File: src/sv/rts_pkg.sv
// Package for the response token scanner: payload structs, codes and the
// per-token character tables with the shared matcher step.
// No dependencies.
package rts_pkg;

  // Opcodes
  localparam logic [1:0] OP_START = 2'd0;
  localparam logic [1:0] OP_BYTE  = 2'd1;
  localparam logic [1:0] OP_TICK  = 2'd2;

  // Outcomes
  localparam logic [1:0] OUT_PASS    = 2'd0;
  localparam logic [1:0] OUT_FAIL    = 2'd1;
  localparam logic [1:0] OUT_TIMEOUT = 2'd2;

  // Token codes
  localparam logic [2:0] TOK_NONE    = 3'd0;
  localparam logic [2:0] TOK_CONNECT = 3'd1;
  localparam logic [2:0] TOK_CLOSED  = 3'd2;
  localparam logic [2:0] TOK_ERROR   = 3'd3;
  localparam logic [2:0] TOK_FAIL    = 3'd4;
  localparam logic [2:0] TOK_OK      = 3'd5;

  // Configuration register indexes
  localparam logic REG_TIMEOUT = 1'b0;
  localparam logic REG_MODE    = 1'b1;

  localparam logic [15:0] TIMEOUT_RESET = 16'd1500;
  localparam logic [15:0] ELAPSED_MAX   = 16'hFFFF;

  // Last position of each token
  localparam logic [2:0] CONNECT_LAST = 3'd6;
  localparam logic [2:0] CLOSED_LAST  = 3'd5;
  localparam logic [2:0] ERROR_LAST   = 3'd4;
  localparam logic [2:0] FAIL_LAST    = 3'd3;
  localparam logic [2:0] OK_LAST      = 3'd1;

  typedef struct packed {
    logic [1:0] opcode;
    logic [7:0] rx_byte;
  } in_item_t;

  typedef struct packed {
    logic [1:0] outcome;
    logic [2:0] token_seen;
  } out_item_t;

  typedef struct packed {
    logic       done;
    logic [2:0] nxt;
  } match_t;

  // Out-of-range positions return the first letter, matching a restart at zero.
  function automatic logic [7:0] connect_char(logic [2:0] i);
    logic [7:0] c;
    case (i)
      3'd1: c = "O";
      3'd2: c = "N";
      3'd3: c = "N";
      3'd4: c = "E";
      3'd5: c = "C";
      3'd6: c = "T";
      default: c = "C";
    endcase
    return c;
  endfunction

  function automatic logic [7:0] closed_char(logic [2:0] i);
    logic [7:0] c;
    case (i)
      3'd1: c = "L";
      3'd2: c = "O";
      3'd3: c = "S";
      3'd4: c = "E";
      3'd5: c = "D";
      default: c = "C";
    endcase
    return c;
  endfunction

  function automatic logic [7:0] error_char(logic [2:0] i);
    logic [7:0] c;
    case (i)
      3'd1: c = "R";
      3'd2: c = "R";
      3'd3: c = "O";
      3'd4: c = "R";
      default: c = "E";
    endcase
    return c;
  endfunction

  function automatic logic [7:0] fail_char(logic [2:0] i);
    logic [7:0] c;
    case (i)
      3'd1: c = "a";
      3'd2: c = "i";
      3'd3: c = "l";
      default: c = "F";
    endcase
    return c;
  endfunction

  function automatic logic [7:0] ok_char(logic [2:0] i);
    logic [7:0] c;
    case (i)
      3'd1: c = "K";
      default: c = "O";
    endcase
    return c;
  endfunction

  // One matcher step: ch_p is the token letter at p (first letter when p is
  // out of range), ch0 the first letter.
  function automatic match_t match_step(logic [2:0] p, logic [2:0] last,
                                        logic [7:0] c, logic [7:0] ch_p,
                                        logic [7:0] ch0);
    match_t     m;
    logic [2:0] pe;
    pe = (p > last) ? 3'd0 : p;
    m.done = 1'b0;
    if (c == ch_p) begin
      if (pe == last) begin
        m.done = 1'b1;
        m.nxt  = 3'd0;
      end else begin
        m.nxt = pe + 3'd1;
      end
    end else begin
      m.nxt = (c == ch0) ? 3'd1 : 3'd0;
    end
    return m;
  endfunction

endpackage

File: src/sv/response_token_scanner.sv
// Response token scanner top level: input register, matcher and timeout
// logic, result register. Depends on rts_pkg.
//
//   channel | dir | handshake            | payload
//   in_     | in  | in_valid / in_ready   | rts_pkg::in_item_t  (opcode, rx_byte)
//   out_    | out | out_valid / out_ready | rts_pkg::out_item_t (outcome, token_seen)
//   cfg_    | in  | cfg_we               | cfg_index, cfg_wdata (16 bits)
//
// One item per cycle unless out_ready stalls; a verdict passes through the
// input register and then the result register. Both hold one item, so a stall
// on out_ready backs up through in_ready only once both are full.
// rst_n (synchronous) idles the scan, clears the matchers and elapsed count
// and loads timeout_ticks 1500, scan_mode 0.
module response_token_scanner (
  input  logic               clk,
  input  logic               rst_n,
  input  logic               in_valid,
  output logic               in_ready,
  input  rts_pkg::in_item_t  in_data,
  output logic               out_valid,
  input  logic               out_ready,
  output rts_pkg::out_item_t out_data,
  input  logic               cfg_we,
  input  logic               cfg_index,
  input  logic [15:0]        cfg_wdata
);
  import rts_pkg::*;

  logic        limit_zero;
  logic [15:0] timeout_ticks_r;
  logic        scan_mode_r;

  logic        s1_valid_r;
  in_item_t    s1_data_r;

  logic        active_r,  active_nxt;
  logic [15:0] elapsed_r, elapsed_nxt;
  logic [2:0]  connect_r, connect_nxt;
  logic [2:0]  closed_r,  closed_nxt;
  logic [2:0]  error_r,   error_nxt;
  logic [1:0]  fail_r,    fail_nxt;
  logic        ok_r,      ok_nxt;

  logic        out_valid_r;
  out_item_t   out_data_r;

  logic        advance;
  logic        res_valid;
  out_item_t   res;
  logic [15:0] elapsed_inc;
  logic [7:0]  c;
  match_t      m_connect, m_closed, m_error, m_fail, m_ok;

  assign advance   = !out_valid_r || out_ready;
  assign in_ready  = !s1_valid_r || advance;
  assign out_valid = out_valid_r;
  assign out_data  = out_data_r;

  assign limit_zero = (timeout_ticks_r == 16'd0);
  assign c = s1_data_r.rx_byte;
  assign elapsed_inc = (elapsed_r == ELAPSED_MAX) ? elapsed_r : elapsed_r + 16'd1;

  assign m_connect = match_step(connect_r, CONNECT_LAST, c, connect_char(connect_r),
                                connect_char(3'd0));
  assign m_closed  = match_step(closed_r, CLOSED_LAST, c, closed_char(closed_r),
                                closed_char(3'd0));
  assign m_error   = match_step(error_r, ERROR_LAST, c, error_char(error_r),
                                error_char(3'd0));
  assign m_fail    = match_step({1'b0, fail_r}, FAIL_LAST, c, fail_char({1'b0, fail_r}),
                                fail_char(3'd0));
  assign m_ok      = match_step({2'b00, ok_r}, OK_LAST, c, ok_char({2'b00, ok_r}),
                                ok_char(3'd0));

  always_comb begin
    active_nxt  = active_r;
    elapsed_nxt = elapsed_r;
    connect_nxt = connect_r;
    closed_nxt  = closed_r;
    error_nxt   = error_r;
    fail_nxt    = fail_r;
    ok_nxt      = ok_r;
    res_valid   = 1'b0;
    res.outcome    = OUT_PASS;
    res.token_seen = TOK_NONE;
    if (s1_valid_r) begin
      case (s1_data_r.opcode)
        OP_START: begin
          active_nxt  = 1'b1;
          elapsed_nxt = 16'd0;
          connect_nxt = 3'd0;
          closed_nxt  = 3'd0;
          error_nxt   = 3'd0;
          fail_nxt    = 2'd0;
          ok_nxt      = 1'b0;
          if (limit_zero) begin
            active_nxt     = 1'b0;
            res_valid      = 1'b1;
            res.outcome    = OUT_TIMEOUT;
          end
        end
        OP_TICK: begin
          if (active_r) begin
            elapsed_nxt = elapsed_inc;
            if (elapsed_inc >= timeout_ticks_r) begin
              active_nxt  = 1'b0;
              res_valid   = 1'b1;
              res.outcome = OUT_TIMEOUT;
            end
          end
        end
        OP_BYTE: begin
          if (active_r) begin
            if (scan_mode_r) begin
              ok_nxt = m_ok.nxt[0];
              if (m_ok.done) begin
                active_nxt     = 1'b0;
                res_valid      = 1'b1;
                res.token_seen = TOK_OK;
              end
            end else begin
              // Matchers after the completing one hold, as the scan closes.
              connect_nxt = m_connect.nxt;
              if (m_connect.done) begin
                active_nxt     = 1'b0;
                res_valid      = 1'b1;
                res.token_seen = TOK_CONNECT;
              end else begin
                closed_nxt = m_closed.nxt;
                if (m_closed.done) begin
                  active_nxt     = 1'b0;
                  res_valid      = 1'b1;
                  res.token_seen = TOK_CLOSED;
                end else begin
                  error_nxt = m_error.nxt;
                  if (m_error.done) begin
                    active_nxt     = 1'b0;
                    res_valid      = 1'b1;
                    res.outcome    = OUT_FAIL;
                    res.token_seen = TOK_ERROR;
                  end else begin
                    fail_nxt = m_fail.nxt[1:0];
                    if (m_fail.done) begin
                      active_nxt     = 1'b0;
                      res_valid      = 1'b1;
                      res.outcome    = OUT_FAIL;
                      res.token_seen = TOK_FAIL;
                    end
                  end
                end
              end
            end
          end
        end
        default: begin
          // unused opcode: drop
        end
      endcase
    end
  end

  // Configuration
  always_ff @(posedge clk) begin
    if (!rst_n) begin
      timeout_ticks_r <= TIMEOUT_RESET;
      scan_mode_r     <= 1'b0;
    end else if (cfg_we) begin
      case (cfg_index)
        REG_TIMEOUT: timeout_ticks_r <= cfg_wdata;
        REG_MODE:    scan_mode_r     <= cfg_wdata[0];
        default: ;
      endcase
    end
  end

  // Input register
  always_ff @(posedge clk) begin
    if (!rst_n) begin
      s1_valid_r <= 1'b0;
    end else if (in_ready) begin
      s1_valid_r <= in_valid;
    end
  end

  always_ff @(posedge clk) begin
    if (in_ready && in_valid) begin
      s1_data_r <= in_data;
    end
  end

  // Scan state advances as the input register's item is consumed
  always_ff @(posedge clk) begin
    if (!rst_n) begin
      active_r  <= 1'b0;
      elapsed_r <= 16'd0;
      connect_r <= 3'd0;
      closed_r  <= 3'd0;
      error_r   <= 3'd0;
      fail_r    <= 2'd0;
      ok_r      <= 1'b0;
    end else if (advance) begin
      active_r  <= active_nxt;
      elapsed_r <= elapsed_nxt;
      connect_r <= connect_nxt;
      closed_r  <= closed_nxt;
      error_r   <= error_nxt;
      fail_r    <= fail_nxt;
      ok_r      <= ok_nxt;
    end
  end

  // Result register
  always_ff @(posedge clk) begin
    if (!rst_n) begin
      out_valid_r <= 1'b0;
    end else if (advance) begin
      out_valid_r <= s1_valid_r && res_valid;
    end
  end

  always_ff @(posedge clk) begin
    if (advance) begin
      out_data_r <= res;
    end
  end

  a_verdict_closes_scan: assert property (@(posedge clk) disable iff (!rst_n)
    (advance && s1_valid_r && res_valid) |=> !active_r)
    else $error("scan still open after a verdict");

  a_timeout_no_token: assert property (@(posedge clk) disable iff (!rst_n)
    (out_valid_r && out_data_r.outcome == OUT_TIMEOUT) |-> out_data_r.token_seen == TOK_NONE)
    else $error("timeout verdict carries a token");

  a_stalled_item_held: assert property (@(posedge clk) disable iff (!rst_n)
    (s1_valid_r && !advance) |=> (s1_valid_r && $stable(s1_data_r)))
    else $error("input register changed while stalled");

  a_progress_bounds: assert property (@(posedge clk) disable iff (!rst_n)
    (connect_r <= CONNECT_LAST) && (closed_r <= CLOSED_LAST) && (error_r <= ERROR_LAST))
    else $error("matcher progress past token end");

endmodule

File: config.mk
export PLATFORM = sky130hd
export DESIGN_NAME = response_token_scanner
export DESIGN_NICKNAME = d
export VERILOG_FILES = /design/src/sv/rts_pkg.sv /design/src/sv/response_token_scanner.sv
export SDC_FILE = /design/constraint.sdc
export NUM_CORES = 1
export LEC_CHECK = 0
export BUFFER_PORTS_ARGS = -buffer_cell sky130_fd_sc_hd__buf_2
export CAP_MARGIN = 20
export CORE_ASPECT_RATIO = 0.5
export CORE_MARGIN = 2
export CORE_UTILIZATION = 25
export CTS_CLUSTER_SIZE = 20
export DETAILED_ROUTE_END_ITERATION = 8
export PLACE_DENSITY = 0.45
export SLEW_MARGIN = 5
export SYNTH_ARGS = -nofsm -noshare
export SYNTH_HDL_FRONTEND = slang
export SYNTH_SLANG_ARGS = --single-unit
File: constraint.sdc
create_clock -name clk -period 10.5 [get_ports clk]
set_input_delay 2.1 -clock clk [delete_from_list [all_inputs] [get_ports clk]]
set_output_delay 2.1 -clock clk [all_outputs]
set_load 0.05 [all_outputs]
==> metrics.md <==
| Metric | Value |
|---|---|
| Final hold vios | `0` |
| Final instance area | `5030 um^2` |
| Fin crit period | `4870 ps` |
| FMAX | `206 MHz` |
| Initial core utilization | `25.9%` |
| Synthesis-to-finish area growth | `17.2%` |
| Setup Fix Bufs, Post-CTS | `0` |
| Diode count | `0` |
| Root Driver | `clkbuf_16` |
| Fin nets | `613` |
| Total GRT Usage | `12.7%` |
| Yosys reg bits | `63` |
| Setup crit start kind | `input pin` |
| Ys Warns | `0` |
| Asr flop ratio synth | `0%` |
| Sequential share of the synthesized area | `32.9%` |
| RSZ-0062 raised after global routing | `no` |
| Vias | `3732` |
| H-tree Lvls | `3` |
| Longest Clk Path Bufs | `2` |
| Synth cell types | `62` |
| Post-cts resize count | `0` |
| Net Count, Synth | `587` |
| Power, Total | `682 uW` |
| Worst skew pair latency | `320 ps` |
| CP endpoint kind | `primary output` |
| Core Area | `16600 um^2` |
| TritonRoute pass-1 iters | `4` |
| Slew HR | `46.1%` |
| Clock Pin Slew Worst Setup and Hold Paths | `50 ps` |
| GRT overflow | `0` |
| PortBufs | `38` |
| Final setup viols | `0` |
| CTS tree | `built` |
| Routed WL per cell | `14.1 um` |
| HPWL after detailed placement | `8.11 mm` |
| Leakage | `1.89 nW` |
| Placed inst area | `4670 um^2` |
| Hold Crit Class | `flip-flop to flip-flop` |
| Final routed DRC violation total | `0` |
| Setup crit start | `out_ready` |
| Ratio of final minimum period to clock period | `46.3%` |
| Final wirelength | `11.1 mm` |
| Synth Instances | `525` |
| Synth Flop Type | `dfxtp_1` |
| Die W | `189 um` |
| Status | `completed` |
| CTS Buf Count | `9` |
| Total I/O pin count | `39` |
| Number of nets with antenna violations after routing | `0` |
| Layout Skew | `6.58 ps` |
| Reg-to-reg endpoint | `active_r` |
| Non-filler instance count after layout | `783` |
| Mapped Area | `4290 um^2` |
| Fin. max-slew vios | `0` |
| Power density over the cells | `136 nW/um^2` |
| Dpl cells | `767` |
| R2R depth | `14` |
| Row count | `33` |
| Worst EP required | `8400 ps` |
| CP Class | `input pin to primary output` |
| Max-Cap Viols | `0` |
| Vias/cell | `4.77` |
| RD Place Congestion | `0.779` |
| Synth Area per Inst | `8.18 um^2` |
| Vias in the first global route | `3782` |
| Worst r2r src | `elapsed_r[2]` |
| Initial antenna violation count | `0` |
| Initial DRC count | `271` |
| Worst R2R Setup Slack | `6670 ps` |
| Height of the die | `96.7 um` |
| Worst slew pin tran | `801 ps` |
| Pin count of the biggest net entering global routing | `44` |
| First-pass GRT wire length | `18.9 mm` |
| CP Max Fanout | `5` |
| EDFF count, synth | `15` |
| Critical path arrival | `2770 ps` |
| CTS Hold Bufs | `0` |
| Die area | `18300 um^2` |
| Ratio of cells with drive above 1 in the final layout | `12.2%` |
| Setup TNS | `0 ps` |
| Peak VDD IR | `0.0709 mV` |
| Final Util | `30.3%` |
| CP endpoint | `in_ready` |
| Clk sink count | `63` |
## area by class of cell
cell class,instances,area [um^2]
fill,1798,11600
multi-input combinational,407,2660
sequential,63,1410
tap,227,284
clock buffer,10,229
timing repair buffer,39,198
clock inverter,6,133
inverter,31,116
## cell usage in the layout, fill, tap and decap left out, drive strengths merged, types with 8 or more instances in the layout
master   n
inv     31
clkbuf  10
dfxtp   48
nor2b   14
a21boi  15
nor2    32
buf     39
nand3   28
a31oi   11
edfxtp  15
nor4    11
nand2   71
ha      30
or3      9
a21oi   17
nand2b  11
nand4    8
o21ai   21
xnor2   13
nor3    14
o211ai   8
## metal layers
layer	vias up	global-route usage (%)	part of all wire [%]
li1	1955	-	-
met1	1734	16.7	52
met2	31	21.3	46
met3	12	2.61	1.6
met4	0	3.28	1.2
met5	-	0	0
## worst max-delay path: stages
cell and delay, ps:
buf_2 90, nor2b_1 250, nand2_1 100, buf_2 220
## where the power goes
group / internal (mW) / switching [mW]
clock network: 0.256 / 0.113
registers: 0.256 / 0.0112
logic: 0.0194 / 0.0273
total: 0.531 / 0.152
## state kept, by name, summed over array words and instances (netlist names), 2 cells and up
register and flops:
connect_r 3, fail_r 2, s1_data_r 2, c 8
out_data 5, timeout_ticks_r 16, closed_r 3, elapsed_r 16
error_r 3
## Yosys cell counts (6+ instances only)
cell      instances  area share (%)
dfxtp_1          48              22
a21boi_0         15             2.6
inv_1            31             2.7
nand2_1          71             6.2
ha_1             30             8.7
o31ai_1           6             1.0
nor2_1           32             2.8
a31oi_1          11             1.6
nor3_1           14             1.6
nor2b_1          14             2.0
nor4_1           11             1.6
o21ai_0          19             2.2
nand2b_1         11             1.6
nand3_1          28             3.3
clkbuf_1         17             1.5
edfxtp_1         15              10
a21oi_1          17             2.0
xnor2_1          13             2.7
o211ai_1          8             1.4
or3_1             8             1.2
nand4_1           8             1.2
## stage by stage
| stage | hold slack (ps) | worst slack (ps) |
|---|---|---|
| 5_1_grt | 522 | 5540 |
| 3_5_place_dp | 487 | 5640 |
| 3_3_place_gp | 482 | 5640 |
| 4_1_cts | 494 | 5630 |
| 6_report | 489 | 5630 |
| 2_1_floorplan | 456 | 5750 |
## worst min path at each step
stage | from | to | slack (ps) | depth (start not counted)
CTS | timeout_ticks_r[15] | timeout_ticks_r[15] | 490 | 2
floorplan | timeout_ticks_r[1] | timeout_ticks_r[1] | 460 | 2
global placement | timeout_ticks_r[14] | timeout_ticks_r[14] | 480 | 2
global route | timeout_ticks_r[15] | timeout_ticks_r[15] | 520 | 2
finish | timeout_ticks_r[15] | timeout_ticks_r[15] | 490 | 2
detailed placement | timeout_ticks_r[15] | timeout_ticks_r[15] | 490 | 2
## logic make-up after synthesis
kind of cell / share of synthesized area (%)
simple gates: 27.8
mux: 1.95
compound gates: 20.0
fa+ha+maj: 8.74
xor+xnor: 3.47
flops: 32.9
buf+inv: 5.13
No activity file was read; power rests on OpenSTA's default activity.
